<file path="src/playfair_cipher_encryptor_assert.svh">
// Assertion macros for the playfair cipher encryptor sequencer (pcf_ctrl)
`ifndef PLAYFAIR_CIPHER_ENCRYPTOR_ASSERT_SVH
`define PLAYFAIR_CIPHER_ENCRYPTOR_ASSERT_SVH

// same-cycle implication, sampled on clk, off while rst_n is low
`define PCF_ASSERT_IMP(lbl, ante, cons, msg) \
    lbl: assert property (@(posedge clk) disable iff (!rst_n) (ante) |-> (cons)) \
        else $error(msg);

// next-cycle implication, sampled on clk, off while rst_n is low
`define PCF_ASSERT_NXT(lbl, ante, cons, msg) \
    lbl: assert property (@(posedge clk) disable iff (!rst_n) (ante) |=> (cons)) \
        else $error(msg);

`endif

</file>
<file path="src/pcf_pkg.sv">
// Shared types, constants and square arithmetic for the playfair cipher encryptor
package pcf_pkg;

    localparam int SQUARE_SIDE      = 5;
    localparam int ALPHABET_LETTERS = 26;
    localparam int SQUARE_CELLS     = SQUARE_SIDE * SQUARE_SIDE;
    localparam int LAST_INDEX       = SQUARE_SIDE - 1;

    localparam int LETTER_W = 5;
    localparam int CELL_W   = $clog2(SQUARE_CELLS);
    localparam int IDX_W    = $clog2(SQUARE_SIDE);
    localparam int OPCODE_W = 3;

    localparam logic [LETTER_W-1:0] LETTER_X = LETTER_W'(23);
    localparam logic [LETTER_W-1:0] LETTER_J = LETTER_W'(9);
    localparam logic [LETTER_W-1:0] LETTER_I = LETTER_W'(8);

    typedef enum logic [OPCODE_W-1:0] {
        OP_CLEAR  = 3'd0,
        OP_KEY    = 3'd1,
        OP_FINISH = 3'd2,
        OP_TEXT   = 3'd3,
        OP_END    = 3'd4
    } opcode_t;

    typedef struct packed {
        logic                valid;
        logic [LETTER_W-1:0] first;
        logic [LETTER_W-1:0] second;
    } result_t;

    function automatic logic [LETTER_W-1:0] fold_j(input logic [LETTER_W-1:0] l);
        return (l == LETTER_J) ? LETTER_I : l;
    endfunction

    function automatic logic [IDX_W-1:0] cell_row(input logic [CELL_W-1:0] cell_idx);
        logic [IDX_W-1:0] row;
        row = '0;
        for (int r = 1; r < SQUARE_SIDE; r++)
        begin
            if (cell_idx >= CELL_W'(r * SQUARE_SIDE))
            begin
                row = IDX_W'(r);
            end
        end
        return row;
    endfunction

    function automatic logic [IDX_W-1:0] cell_col(input logic [CELL_W-1:0] cell_idx);
        logic [CELL_W-1:0] base;
        base = CELL_W'(cell_row(cell_idx) * SQUARE_SIDE);
        return IDX_W'(cell_idx - base);
    endfunction

    function automatic logic [IDX_W-1:0] wrap_next(input logic [IDX_W-1:0] idx);
        return (idx == IDX_W'(LAST_INDEX)) ? '0 : IDX_W'(idx + 1'b1);
    endfunction

    function automatic logic [CELL_W-1:0] cell_at(input logic [IDX_W-1:0] row,
                                                  input logic [IDX_W-1:0] col);
        return CELL_W'(row * SQUARE_SIDE + col);
    endfunction

endpackage

</file>
<file path="src/pcf_ram.sv">
// Generic single-write, single-read synchronous RAM with registered read data
module pcf_ram #(
    parameter int WIDTH = 8,
    parameter int DEPTH = 32
) (
    input  logic                     clk,
    input  logic                     wr_en,
    input  logic [$clog2(DEPTH)-1:0] wr_addr,
    input  logic [WIDTH-1:0]         wr_data,
    input  logic                     rd_en,
    input  logic [$clog2(DEPTH)-1:0] rd_addr,
    output logic [WIDTH-1:0]         rd_data
);

    logic [WIDTH-1:0] mem [DEPTH];
    logic [WIDTH-1:0] rd_data_reg;

    always_ff @(posedge clk)
    begin
        if (wr_en)
        begin
            mem[wr_addr] <= wr_data;
        end
        if (rd_en)
        begin
            rd_data_reg <= mem[rd_addr];
        end
    end

    assign rd_data = rd_data_reg;

endmodule

</file>
<file path="src/pcf_ctrl.sv">
// Key square builder and pair encryption sequencer around the square memories
`include "playfair_cipher_encryptor_assert.svh"

module pcf_ctrl (
    input  logic                             clk,
    input  logic                             rst_n,
    input  logic                             item_valid,
    output logic                             item_ready,
    input  logic [pcf_pkg::OPCODE_W-1:0]     item_opcode,
    input  logic [pcf_pkg::LETTER_W-1:0]     item_letter,
    input  logic                             slot_free,
    output pcf_pkg::result_t                 result
);

    import pcf_pkg::*;

    typedef enum logic [5:0] {
        ST_IDLE = 6'b000001,
        ST_FILL = 6'b000010,
        ST_RD_B = 6'b000100,
        ST_CALC = 6'b001000,
        ST_SQ_B = 6'b010000,
        ST_EMIT = 6'b100000
    } state_t;

    state_t                      state_reg, state_next;
    logic [ALPHABET_LETTERS-1:0] used_reg, used_next;
    logic [CELL_W-1:0]           fill_reg, fill_next;
    logic                        key_ready_reg, key_ready_next;
    logic                        pend_valid_reg, pend_valid_next;
    logic [LETTER_W-1:0]         pend_letter_reg, pend_letter_next;
    logic [LETTER_W-1:0]         walk_reg, walk_next;

    logic [LETTER_W-1:0]         q_reg, q_next;
    logic [CELL_W-1:0]           ca_reg;
    logic [CELL_W-1:0]           nb_reg;
    logic [LETTER_W-1:0]         first_reg;

    opcode_t                     op;
    logic                        accept;
    logic                        letter_ok;
    logic                        key_req;
    logic                        place_req;
    logic [LETTER_W-1:0]         place_letter;
    logic                        used_hit;
    logic                        place_ok;
    logic                        pair_req;
    logic [LETTER_W-1:0]         second_raw;
    logic [LETTER_W-1:0]         p_look;

    logic                        lc_rd_en;
    logic [LETTER_W-1:0]         lc_rd_addr;
    logic [CELL_W-1:0]           lc_rd_data;
    logic                        ks_rd_en;
    logic [CELL_W-1:0]           ks_rd_addr;
    logic [LETTER_W-1:0]         ks_rd_data;

    logic [IDX_W-1:0]            ra, ka, rb, kb;
    logic [CELL_W-1:0]           na, nb;

    assign op         = opcode_t'(item_opcode);
    assign item_ready = (state_reg == ST_IDLE);
    assign accept     = item_valid && item_ready;
    assign letter_ok  = (item_letter < LETTER_W'(ALPHABET_LETTERS));

    assign key_req      = accept && (op == OP_KEY) && !key_ready_reg;
    assign place_req    = key_req || (state_reg == ST_FILL);
    assign place_letter = (state_reg == ST_FILL) ? walk_reg : item_letter;
    assign used_hit     = (place_letter < LETTER_W'(ALPHABET_LETTERS)) ?
                          used_reg[place_letter] : 1'b1;
    assign place_ok     = place_req && !used_hit && (place_letter != LETTER_J) &&
                          (fill_reg < CELL_W'(SQUARE_CELLS));

    assign pair_req   = accept && key_ready_reg && pend_valid_reg &&
                        (((op == OP_TEXT) && letter_ok) || (op == OP_END));
    assign second_raw = ((op == OP_TEXT) && (item_letter != pend_letter_reg)) ?
                        item_letter : LETTER_X;
    assign p_look     = fold_j(pend_letter_reg);
    assign q_next     = fold_j(second_raw);

    assign lc_rd_en   = pair_req || (state_reg == ST_RD_B);
    assign lc_rd_addr = (state_reg == ST_RD_B) ? q_reg : p_look;

    assign ra = cell_row(ca_reg);
    assign ka = cell_col(ca_reg);
    assign rb = cell_row(lc_rd_data);
    assign kb = cell_col(lc_rd_data);

    always_comb
    begin
        if (ra == rb)
        begin
            na = cell_at(ra, wrap_next(ka));
            nb = cell_at(rb, wrap_next(kb));
        end
        else if (ka == kb)
        begin
            na = cell_at(wrap_next(ra), ka);
            nb = cell_at(wrap_next(rb), kb);
        end
        else
        begin
            na = cell_at(ra, kb);
            nb = cell_at(rb, ka);
        end
    end

    assign ks_rd_en   = (state_reg == ST_CALC) || (state_reg == ST_SQ_B);
    assign ks_rd_addr = (state_reg == ST_SQ_B) ? nb_reg : na;

    pcf_ram #(
        .WIDTH (LETTER_W),
        .DEPTH (SQUARE_CELLS)
    ) u_key_square (
        .clk     (clk),
        .wr_en   (place_ok),
        .wr_addr (fill_reg),
        .wr_data (place_letter),
        .rd_en   (ks_rd_en),
        .rd_addr (ks_rd_addr),
        .rd_data (ks_rd_data)
    );

    pcf_ram #(
        .WIDTH (CELL_W),
        .DEPTH (ALPHABET_LETTERS)
    ) u_letter_cell (
        .clk     (clk),
        .wr_en   (place_ok),
        .wr_addr (place_letter),
        .wr_data (fill_reg),
        .rd_en   (lc_rd_en),
        .rd_addr (lc_rd_addr),
        .rd_data (lc_rd_data)
    );

    always_comb
    begin
        state_next       = state_reg;
        used_next        = used_reg;
        fill_next        = fill_reg;
        key_ready_next   = key_ready_reg;
        pend_valid_next  = pend_valid_reg;
        pend_letter_next = pend_letter_reg;
        walk_next        = walk_reg;

        if (place_ok)
        begin
            used_next[place_letter] = 1'b1;
            fill_next               = fill_reg + 1'b1;
        end

        case (state_reg)
            ST_IDLE:
            begin
                if (accept)
                begin
                    case (op)
                        OP_CLEAR:
                        begin
                            used_next        = '0;
                            fill_next        = '0;
                            key_ready_next   = 1'b0;
                            pend_valid_next  = 1'b0;
                            pend_letter_next = '0;
                        end
                        OP_FINISH:
                        begin
                            if (!key_ready_reg)
                            begin
                                walk_next  = '0;
                                state_next = ST_FILL;
                            end
                        end
                        OP_TEXT:
                        begin
                            if (key_ready_reg && letter_ok)
                            begin
                                if (!pend_valid_reg)
                                begin
                                    pend_valid_next  = 1'b1;
                                    pend_letter_next = item_letter;
                                end
                                else
                                begin
                                    state_next = ST_RD_B;
                                    if (item_letter != pend_letter_reg)
                                    begin
                                        pend_valid_next  = 1'b0;
                                        pend_letter_next = '0;
                                    end
                                end
                            end
                        end
                        OP_END:
                        begin
                            if (pair_req)
                            begin
                                pend_valid_next  = 1'b0;
                                pend_letter_next = '0;
                                state_next       = ST_RD_B;
                            end
                        end
                        default:
                        begin
                        end
                    endcase
                end
            end
            ST_FILL:
            begin
                walk_next = walk_reg + 1'b1;
                if (walk_reg == LETTER_W'(ALPHABET_LETTERS - 1))
                begin
                    key_ready_next = 1'b1;
                    state_next     = ST_IDLE;
                end
            end
            ST_RD_B:
            begin
                state_next = ST_CALC;
            end
            ST_CALC:
            begin
                state_next = ST_SQ_B;
            end
            ST_SQ_B:
            begin
                state_next = ST_EMIT;
            end
            ST_EMIT:
            begin
                if (slot_free)
                begin
                    state_next = ST_IDLE;
                end
            end
            default:
            begin
                state_next = ST_IDLE;
            end
        endcase
    end

    always_ff @(posedge clk or negedge rst_n)
    begin
        if (!rst_n)
        begin
            state_reg       <= ST_IDLE;
            used_reg        <= '0;
            fill_reg        <= '0;
            key_ready_reg   <= 1'b0;
            pend_valid_reg  <= 1'b0;
            pend_letter_reg <= '0;
            walk_reg        <= '0;
        end
        else
        begin
            state_reg       <= state_next;
            used_reg        <= used_next;
            fill_reg        <= fill_next;
            key_ready_reg   <= key_ready_next;
            pend_valid_reg  <= pend_valid_next;
            pend_letter_reg <= pend_letter_next;
            walk_reg        <= walk_next;
        end
    end

    always_ff @(posedge clk)
    begin
        if (pair_req)
        begin
            q_reg <= q_next;
        end
        if (state_reg == ST_RD_B)
        begin
            ca_reg <= lc_rd_data;
        end
        if (state_reg == ST_CALC)
        begin
            nb_reg <= nb;
        end
        if (state_reg == ST_SQ_B)
        begin
            first_reg <= ks_rd_data;
        end
    end

    assign result.valid  = (state_reg == ST_EMIT) && slot_free;
    assign result.first  = first_reg;
    assign result.second = ks_rd_data;

    `PCF_ASSERT_IMP(a_fill_bound, 1'b1, fill_reg <= CELL_W'(SQUARE_CELLS), "square overfilled")
    `PCF_ASSERT_IMP(a_ready_full, key_ready_reg, fill_reg == CELL_W'(SQUARE_CELLS), "ready square not full")
    `PCF_ASSERT_IMP(a_no_place_ready, key_ready_reg, !place_ok, "square written after finish")
    `PCF_ASSERT_NXT(a_emit_hold, (state_reg == ST_EMIT) && !slot_free, state_reg == ST_EMIT, "result dropped")

endmodule

</file>
<file path="src/playfair_cipher_encryptor.sv">
// Playfair 5x5 encryptor top level: stream ports and output register
//
// Slave channel carries one command per transfer: tuser holds the opcode
// (clear key, key letter, finish key, text letter, end of text) and tdata
// holds the letter. Master channel carries one ciphertext pair per transfer.
// Key letters and clear are handled in the idle state. Finish key walks the alphabet
// through the square memories, one letter per cycle.
// A text letter or end of text that closes a pair goes through two
// reads of the letter-position memory, two reads of the key square memory,
// then the pair loads the output register once that is free; the result
// appears on the master side the cycle after. Other text commands stay in idle.
// Items are handled one at a time; s_axis_tready is high whenever the
// sequencer is idle, also while a finished pair waits in the output register.
// When the receiver stalls, the pair holds in the output register and a
// following pair waits in the sequencer until the register frees.
// Reset empties the square, drops any pending letter and the output pair.
module playfair_cipher_encryptor (
    input  logic        clk,
    input  logic        rst_n,
    input  logic        s_axis_tvalid,
    output logic        s_axis_tready,
    input  logic [7:0]  s_axis_tdata,  // [4:0] letter
    input  logic [2:0]  s_axis_tuser,  // [2:0] opcode
    output logic        m_axis_tvalid,
    input  logic        m_axis_tready,
    output logic [15:0] m_axis_tdata   // [4:0] first_cipher, [9:5] second_cipher
);

    import pcf_pkg::*;

    result_t             result;
    logic                slot_free;
    logic                out_valid_reg, out_valid_next;
    logic [LETTER_W-1:0] out_first_reg;
    logic [LETTER_W-1:0] out_second_reg;

    assign slot_free = !out_valid_reg || m_axis_tready;

    pcf_ctrl u_ctrl (
        .clk         (clk),
        .rst_n       (rst_n),
        .item_valid  (s_axis_tvalid),
        .item_ready  (s_axis_tready),
        .item_opcode (s_axis_tuser),
        .item_letter (s_axis_tdata[LETTER_W-1:0]),
        .slot_free   (slot_free),
        .result      (result)
    );

    always_comb
    begin
        out_valid_next = out_valid_reg;
        if (result.valid)
        begin
            out_valid_next = 1'b1;
        end
        else if (m_axis_tready)
        begin
            out_valid_next = 1'b0;
        end
    end

    always_ff @(posedge clk or negedge rst_n)
    begin
        if (!rst_n)
        begin
            out_valid_reg <= 1'b0;
        end
        else
        begin
            out_valid_reg <= out_valid_next;
        end
    end

    always_ff @(posedge clk)
    begin
        if (result.valid)
        begin
            out_first_reg  <= result.first;
            out_second_reg <= result.second;
        end
    end

    assign m_axis_tvalid = out_valid_reg;
    assign m_axis_tdata  = {6'b0, out_second_reg, out_first_reg};

endmodule

</file>
<file path="config.mk">
export PLATFORM = sky130hd
export DESIGN_NAME = playfair_cipher_encryptor
export DESIGN_NICKNAME = d
export VERILOG_FILES = /design/src/pcf_pkg.sv /design/src/pcf_ram.sv /design/src/pcf_ctrl.sv /design/src/playfair_cipher_encryptor.sv
export VERILOG_INCLUDE_DIRS = /design/src /design/src/src
export SDC_FILE = /design/constraint.sdc
export NUM_CORES = 1
export LEC_CHECK = 0
export ABC_CLOCK_PERIOD_IN_PS = 4900
export BUFFER_PORTS_ARGS = -buffer_cell sky130_fd_sc_hd__buf_2
export CAP_MARGIN = 5
export CELL_PAD_IN_SITES_DETAIL_PLACEMENT = 1
export CELL_PAD_IN_SITES_GLOBAL_PLACEMENT = 1
export CORE_MARGIN = 2
export CORE_UTILIZATION = 40
export DETAILED_ROUTE_END_ITERATION = 10
export GPL_ROUTABILITY_DRIVEN = 1
export GPL_TIMING_DRIVEN = 0
export PLACE_DENSITY_LB_ADDON = 0.1
export SLEW_MARGIN = 5
export SYNTH_ARGS = -nofsm -noshare
export SYNTH_HDL_FRONTEND = slang
export SYNTH_HIERARCHICAL = 1
export SYNTH_SLANG_ARGS = --single-unit
export TNS_END_PERCENT = 100
</file>
<file path="constraint.sdc">
create_clock -name clk -period 4.9 [get_ports clk]
set_clock_uncertainty 0.1 [all_clocks]
set_input_delay 0.49 -clock clk [delete_from_list [all_inputs] [get_ports clk]]
set_output_delay 0.49 -clock clk [all_outputs]
set_load 0.01 [all_outputs]
</file>
# After elaboration in Yosys (flattened, before gate mapping)
# Memories as Yosys holds them, arrays and structs flattened. A register that Yosys moved wholly into a read port is not among the register bits.
# Cells that the tools add are included.
word_totals:
  register_bits: 80
  latch_bits: 0
  mem_bits_rw: 255
  mem_bits_ro: 0
  inputBits: 15
  output_inout_bits: 18
  elab_cells: 179
  n_memories: 2
memory_table:
  columns: ["memory", "depth", "word_bits", "rd", "rd_clocked_by_memory_dff", "write_ports", "line", "text"]
  rows:
  - ["u_ctrl.u_letter_cell.mem", 26, 5, 1, 1, 1, "pcf_ram.sv:15", "logic [WIDTH-1:0] mem [DEPTH];"]
  - ["u_ctrl.u_key_square.mem", 25, 5, 1, 1, 1, "pcf_ram.sv:15", null]
op_classes:
  add_sub_neg: 14
  multipliers: 4
  div_mod_pow: 0
  magnitude_cmp: 13
  n_eq_ne: 35
  n_shift: 0
  mux: 65
  n_bitwise: 1
  n_reduce_logical: 31
ops:
  columns: ["cell", "count"]
  rows:
  - ["$mux 26", 4]
  - ["$mux 5", 20]
  - ["$mux 6", 7]
  - ["$pmux 6 s6", 1]
  - ["$add 5x3->5", 6]
  - ["$or 26x26->26", 1]
  - ["$ge 5x4->1 const B", 4]
  - ["$mul 3x3->5 const B", 4]
  - ["$mux 3", 6]
  - ["$pmux 6 s3", 1]
  - ["$mux 1", 16]
  - ["$eq 3x3->1 const B", 5]
  - ["$lt 5x5->1 const B", 3]
  - ["$ne 3x3->1 const B", 5]
  - ["$pmux 5 s3", 1]
  - ["$logic_and 1x1->1", 14]
  - ["$add 3x1->3 const B", 4]
  - ["$ne 2x2->1 const B", 6]
  - ["$add 5x1->5 const B", 2]
  - ["$eq 5x4->1 const B", 2]
  - ["$ge 5x3->1 const B", 2]
  - ["$ge 5x5->1 const B", 2]
  - ["$pmux 5 s2", 1]
  - ["$mux 2", 4]
  - ["30 further kinds", 42]

# Longest topological paths before layout
logic_depth:
  word_depth: 13
  depth_mapped: 23
  ltp_nobuf: 22

# Hierarchy
# Netlist, hierarchy kept.
by_module_without_submodules:
  columns: ["mod", "instances", "cells_each", "area_per_inst_um2", "seq_area_each_um2"]
  rows:
  - ["pcf_ram at u_ctrl.u_letter_cell", 1, 314, 5416.4, 4053.9]
  - ["pcf_ram at u_ctrl.u_key_square", 1, 272, 5128.7, 3903.7]
  - ["pcf_ctrl", 1, 518, 4989.8, 1803.0]
  - ["playfair_cipher_encryptor", 1, 20, 396.6, 325.3]

# Worst setup path after synthesis
# OpenSTA, ideal clock, no wires.
synth_path:
  path_type: "register to register"
  start: "reg u_ctrl.u_letter_cell.rd_data_reg[3] (netlist: u_ctrl/u_letter_cell/rd_data[3]), read port of u_ctrl.u_letter_cell.mem"
  end: "reg u_ctrl.u_key_square.rd_data_reg[4] (netlist: u_ctrl/u_key_square/rd_data[4]), read port of u_ctrl.u_key_square.mem, data pin"
  setup_time_ps: 268
  t_arrival_ps: 4402
  required_time_ps: 4532
  slack_ps: 129
  stages_incl_launch_ff: 21
  n_path_buf: 3
  period_less_slack_ps: 4771
  path_cell_list: "edfxtp_1 > inv_1 > maj3_1 > a221oi_2 > inv_1 > and2_1 > ha_1 > inv_1 > fa_1 > xnor2_1 > xnor2_1 > xor2_1 > nor3_1 > buf_2 > mux2i_1 > o221ai_1 > buf_6 > buf_6 > mux4_2 > a22oi_1 > o211ai_1"
synth_between:
  elab_chain_len: 11
  word_cells_on_any_way: 16
  cone_classes: "add/sub (2); mul (1); order compare (4); eq/ne (2); mux (7)"
synth_lines:
  columns: ["element", "line", "text"]
  rows:
  - ["start, declared", "pcf_ram.sv:16", "logic [WIDTH-1:0] rd_data_reg;"]
  - ["$ge 5x3->1", "pcf_pkg.sv:41", "if (cell_idx >= CELL_W'(r * SQUARE_SIDE))"]
  - ["$mux 1", "pcf_pkg.sv:41", null]
  - ["$mux 2 (2 in a row)", "pcf_pkg.sv:41", null]
  - ["$mux 3 *", "pcf_pkg.sv:41", null]
  - ["$mul 3x3->5", "pcf_pkg.sv:51", "base = CELL_W'(cell_row(cell_idx) * SQUARE_SIDE);"]
  - ["$sub 3x3->3", "pcf_pkg.sv:52", "return IDX_W'(cell_idx - base);"]
  - ["$add 5x3->5 or $eq 3x3->1 (tied branches)", "pcf_pkg.sv:61, pcf_ctrl.sv:96", null]
  - ["$mux 5", "pcf_ctrl.sv:96", "else if (ka == kb)"]
  - ["$mux 5 *", "pcf_ctrl.sv:91", "if (ra == rb)"]
  - ["$mux 5 *", "pcf_ctrl.sv:109", "assign ks_rd_addr = (state_reg == ST_SQ_B) ? nb_reg : na;"]
  - ["via u_ctrl.ks_rd_addr[0]", "pcf_ctrl.sv:55", "logic [CELL_W-1:0] ks_rd_addr;"]
  - ["end, declared", "pcf_ram.sv:16", null]
# Mark *: on every way through the listed nets, which the timed path passes. The rest lies on a longest branch.
# A chain may end at the register's enable or synchronous reset.

# Worst setup path in the final report
layout_path:
  start: "reg u_ctrl.ca_reg[1]"
  end: "reg u_ctrl.u_key_square.rd_data_reg[0] (netlist: u_ctrl/u_key_square/rd_data[0]), read port of u_ctrl.u_key_square.mem, data pin"
layout_between:
  elab_chain_len: 12
  word_cells_on_any_way: 25
  cone_classes: "add/sub (6); mul (2); order compare (4); eq/ne (4); mux (9)"
layout_lines:
  columns: ["element", "line", "text"]
  rows:
  - ["start, declared", "pcf_ctrl.sv:35", "logic [CELL_W-1:0] ca_reg;"]
  - ["start signal, assigned", "pcf_ctrl.sv:277", "ca_reg <= lc_rd_data;"]
  - ["$ge 5x3->1", "pcf_pkg.sv:41", null]
  - ["$mux 1", "pcf_pkg.sv:41", null]
  - ["$mux 2 (2 in a row)", "pcf_pkg.sv:41", null]
  - ["$mux 3", "pcf_pkg.sv:41", null]
  - ["$mul 3x3->5, or another cell as far along", "pcf_pkg.sv:51", null]
  - ["$sub 3x3->3 or $mux 3 (tied branches)", "pcf_pkg.sv:52, pcf_pkg.sv:56", null]
  - ["$add 3x1->3, or another cell as far along", "pcf_pkg.sv:56", "return (idx == IDX_W'(LAST_INDEX)) ? '0 : IDX_W'(idx + 1'b1);"]
  - ["$mux 3 or $add 5x3->5 (tied branches)", "pcf_pkg.sv:56, pcf_pkg.sv:61", null]
  - ["$add 5x3->5 or $mux 5 (tied branches)", "pcf_pkg.sv:61, pcf_ctrl.sv:96", null]
  - ["$mux 5 *", "pcf_ctrl.sv:91", null]
  - ["$mux 5 *", "pcf_ctrl.sv:109", null]
  - ["via u_ctrl.ks_rd_addr[2]", "pcf_ctrl.sv:55", null]
# Marked as above.

==> reports/results.tsv <==
metric	value	unit
outcome	completed	
grt_pass1_vias	10310	
clkSinkCount	344	
synth_area_per_cell	14.17	um2
grt.total_usage	19.91	%
peakVddDrop	0.3790	mV
antenna_found_initial	0	
synth_top_family_by_area	multiplexers	
fillers	3954	
initial_utilization	40.28	%
leakage	6.472	nW
yosysSeqAreaShare	63.31	%
setup-violations-final	0	
antenna_left	0	
die_x	203.6	um
gp_congestion	0.7742	
synth_compound_area_share	7.744	%
wl_per_cell	22.53	um
critPathMaxFanout	6	
drt_iter0_drc	453	
cts_root_buffer	clkbuf_16	
htree_num_levels	2	
yosys.area_share.simple	9.943	%
max_clock_freq	206.9	MHz
grt_pass1_wl	61960	um
area_delta_synth_final	16.93	%
vias	9738	
viasPerCell	5.459	
dp_hpwl	26600	um
io_pins	33	
p_per_area	442.4	nW/um2
synthFlopType	edfxtp_1	
worstHoldPathType	in -> async	
synth-xor-area-share	1.594	%
drv_slew	0	
synthesis.area	15930	um2
synth_edf_count	295	
antennaDiodeCount	0	
num_rows	73	
worst-setup-path-type	reg -> reg	
drt-pass1-iter-count	5	
largest_reg_flops	130	
cp-start-kind	register	
drv_cap	0	
synthTopCellsByArea	edfxtp_1 56%, dfrtp_1 7.5%, mux2i_1 4.9%, mux4_2 4.4%, ha_1 2.9%	
drive_above_1_share	20.89	%
yosys_warnings	6	
cts_hold_buf	0	
rsz0062_at_grt	yes	
fin_setup_tns	0	ns
final_nets	1291	
required	5.11	ns
io_buffers	20	
dieArea	41440	um2
synth_area_leader_cell	edfxtp_1	
cts.clk_slew.worst_paths	0.06	ns
synth_seq_cells	344	
grt_max_degree	50	
fin_crit	4.834	ns
worst_ep_arrival_time	5.04	ns
synthDistinctLibCells	82	
synthMuxAreaShare	10.81	%
netlist.area_leader.share	55.60	%
drt-total-wl	40200	um
synth_adder_area_share	3.974	%
drc	0	
maxSlewHeadroom	9.768	%
cts_buffers	39	
core	39550	um2
cts_tree	yes	
syn_inst	1124	
worst_pin_slew	1.342	ns
ys_async_sr_fraction	14.24	%
die_h	203.6	um
grt_overflow	0	
cp-end-kind	register	
hold_viol	0	
finalPower	0.008242	W
cts_buffer_depth	3	
timing.final.crit_share	98.66	%
clk_latency	0.55	ns
routing by layer:
layer,up-vias,global-route usage [%],part of all wire (%)
li1,4514,-,-
met3,68,2.717,3.1
met2,166,33.08,48
met5,-,0,0
met1,4990,26.85,46
met4,0,7.091,2.7
per-stage QoR:
stage	hold slack (ns)	setup WS, ns	instance area [um2]	cells	utilization, %
5_1_grt	0.1601	-0.04990	18630	1784	47.10
2_1_floorplan	0.09441	0.1292	15950	1129	-
3_3_place_gp	0.3025	-1.347	16710	1674	42.24
6_report	0.08193	0.06590	18630	1784	47.10
4_1_cts	0.1077	-0.03695	18450	1773	46.65
3_5_place_dp	0.3083	-1.384	16750	1675	42.34
path summary, 6_finish.rpt:
| kind | start | endpoint | slack [ns] | cells after the start |
|---|---|---|---|---|
| setup / recovery | u_ctrl/ca_reg[1]$_DFFE_PP_ | u_ctrl/u_key_square/rd_data[0]$_DFFE_PP_ | 0.07 | 18 |
| hold / removal | rst_n | u_ctrl/used_reg[19]$_DFF_PN0_ | 0.08 | 1 |
| setup reg to reg | u_ctrl/ca_reg[1]$_DFFE_PP_ | u_ctrl/u_key_square/rd_data[0]$_DFFE_PP_ | 0.07 | 18 |
| hold reg to reg | u_ctrl/first_reg[4]$_DFFE_PP_ | out_first_reg[4]$_DFFE_PP_ | 0.33 | 0 |
| max in group asynchronous | rst_n | u_ctrl/fill_reg[3]$_DFF_PN0_ | 3.82 | 1 |
| min in group clk | s_axis_tdata[3] | u_ctrl/pend_letter_reg[3]$_DFFE_PN0P_ | 0.16 | 3 |
placed cells by master, fill, tap and decap left out, types with 11 or more instances in the layout:
cell type and count:
nand3_1 42, dfrtp_1 44, clkbuf_1 31, nor3_1 13, inv_1 30, nand3b_1 13
clkbuf_16 41, buf_2 30, xor2_1 15, edfxtp_1 295, a21oi_1 39, xnor2_1 11
ha_1 33, nor2_1 80, o21ai_0 31, mux2i_1 77, buf_4 48, mux4_2 31
nand2_1 84, a32o_1 21
worst max-delay path, stage by stage, from the launching register on:
cell,delay (ns)
edfxtp_1,0.44
nor2_1,0.11
o21ai_1,0.07
a211o_2,0.33
and2_4,0.17
ha_4,0.15
inv_2,0.04
fa_2,0.46
buf_4,0.17
ha_1,0.28
ha_1,0.23
fa_1,0.51
mux2i_1,0.08
o21ai_1,0.20
buf_6,0.17
mux4_2,0.52
o32ai_2,0.28
a21oi_1,0.12
and3_1,0.17
report_power, final:
part           leakage (nW)  internal (W)  switching [W]
registers              3.27       0.00352       0.000282
clock network         0.615       0.00174        0.00115
logic                  2.58      0.000591       0.000969
total                  6.47       0.00584        0.00240
cell type report:
| cell class | count | area, um2 | area share, % |
|---|---|---|---|
| Clock inverter | 17 | 182.7 | 0.9806 |
| Clock buffer | 52 | 1067 | 5.729 |
| Sequential cell | 344 | 10090 | 54.17 |
| Tap cell | 525 | 656.9 | 3.526 |
| Timing Repair Buffer | 61 | 435.4 | 2.337 |
| Buffer | 51 | 312.8 | 1.679 |
| Multi-Input combinational cell | 699 | 5751 | 30.87 |
| Inverter | 35 | 132.6 | 0.7119 |
Yosys cell counts (10+ instances only):
master / number
nand3_1: 43
dfrtp_1: 48
clkbuf_1: 23
nand3b_1: 13
inv_1: 34
o21ai_0: 35
nor3_1: 15
o211ai_1: 10
nand2_1: 86
buf_2: 13
a32o_1: 21
ha_1: 37
xor2_1: 16
a21oi_1: 42
edfxtp_1: 295
nor2_1: 87
xnor2_1: 13
mux2i_1: 78
mux4_2: 31
logic make-up after synthesis:
kind of cell / count (synthesis)
flops: 344
simple gates: 320
compound gates: 174
mux: 124
buf+inv: 86
fa+ha+maj: 46
xor+xnor: 29
other cells: 1
what timing repair did:
item,4_1_cts,5_1_grt
gates cloned,0,0
endpoints found under the hold margin,0,0
setup endpoints to repair,261,89
buffers inserted,29,11
gates resized for setup,61,18
pin swaps,18,19
Power figures use the tool's default switching activity.
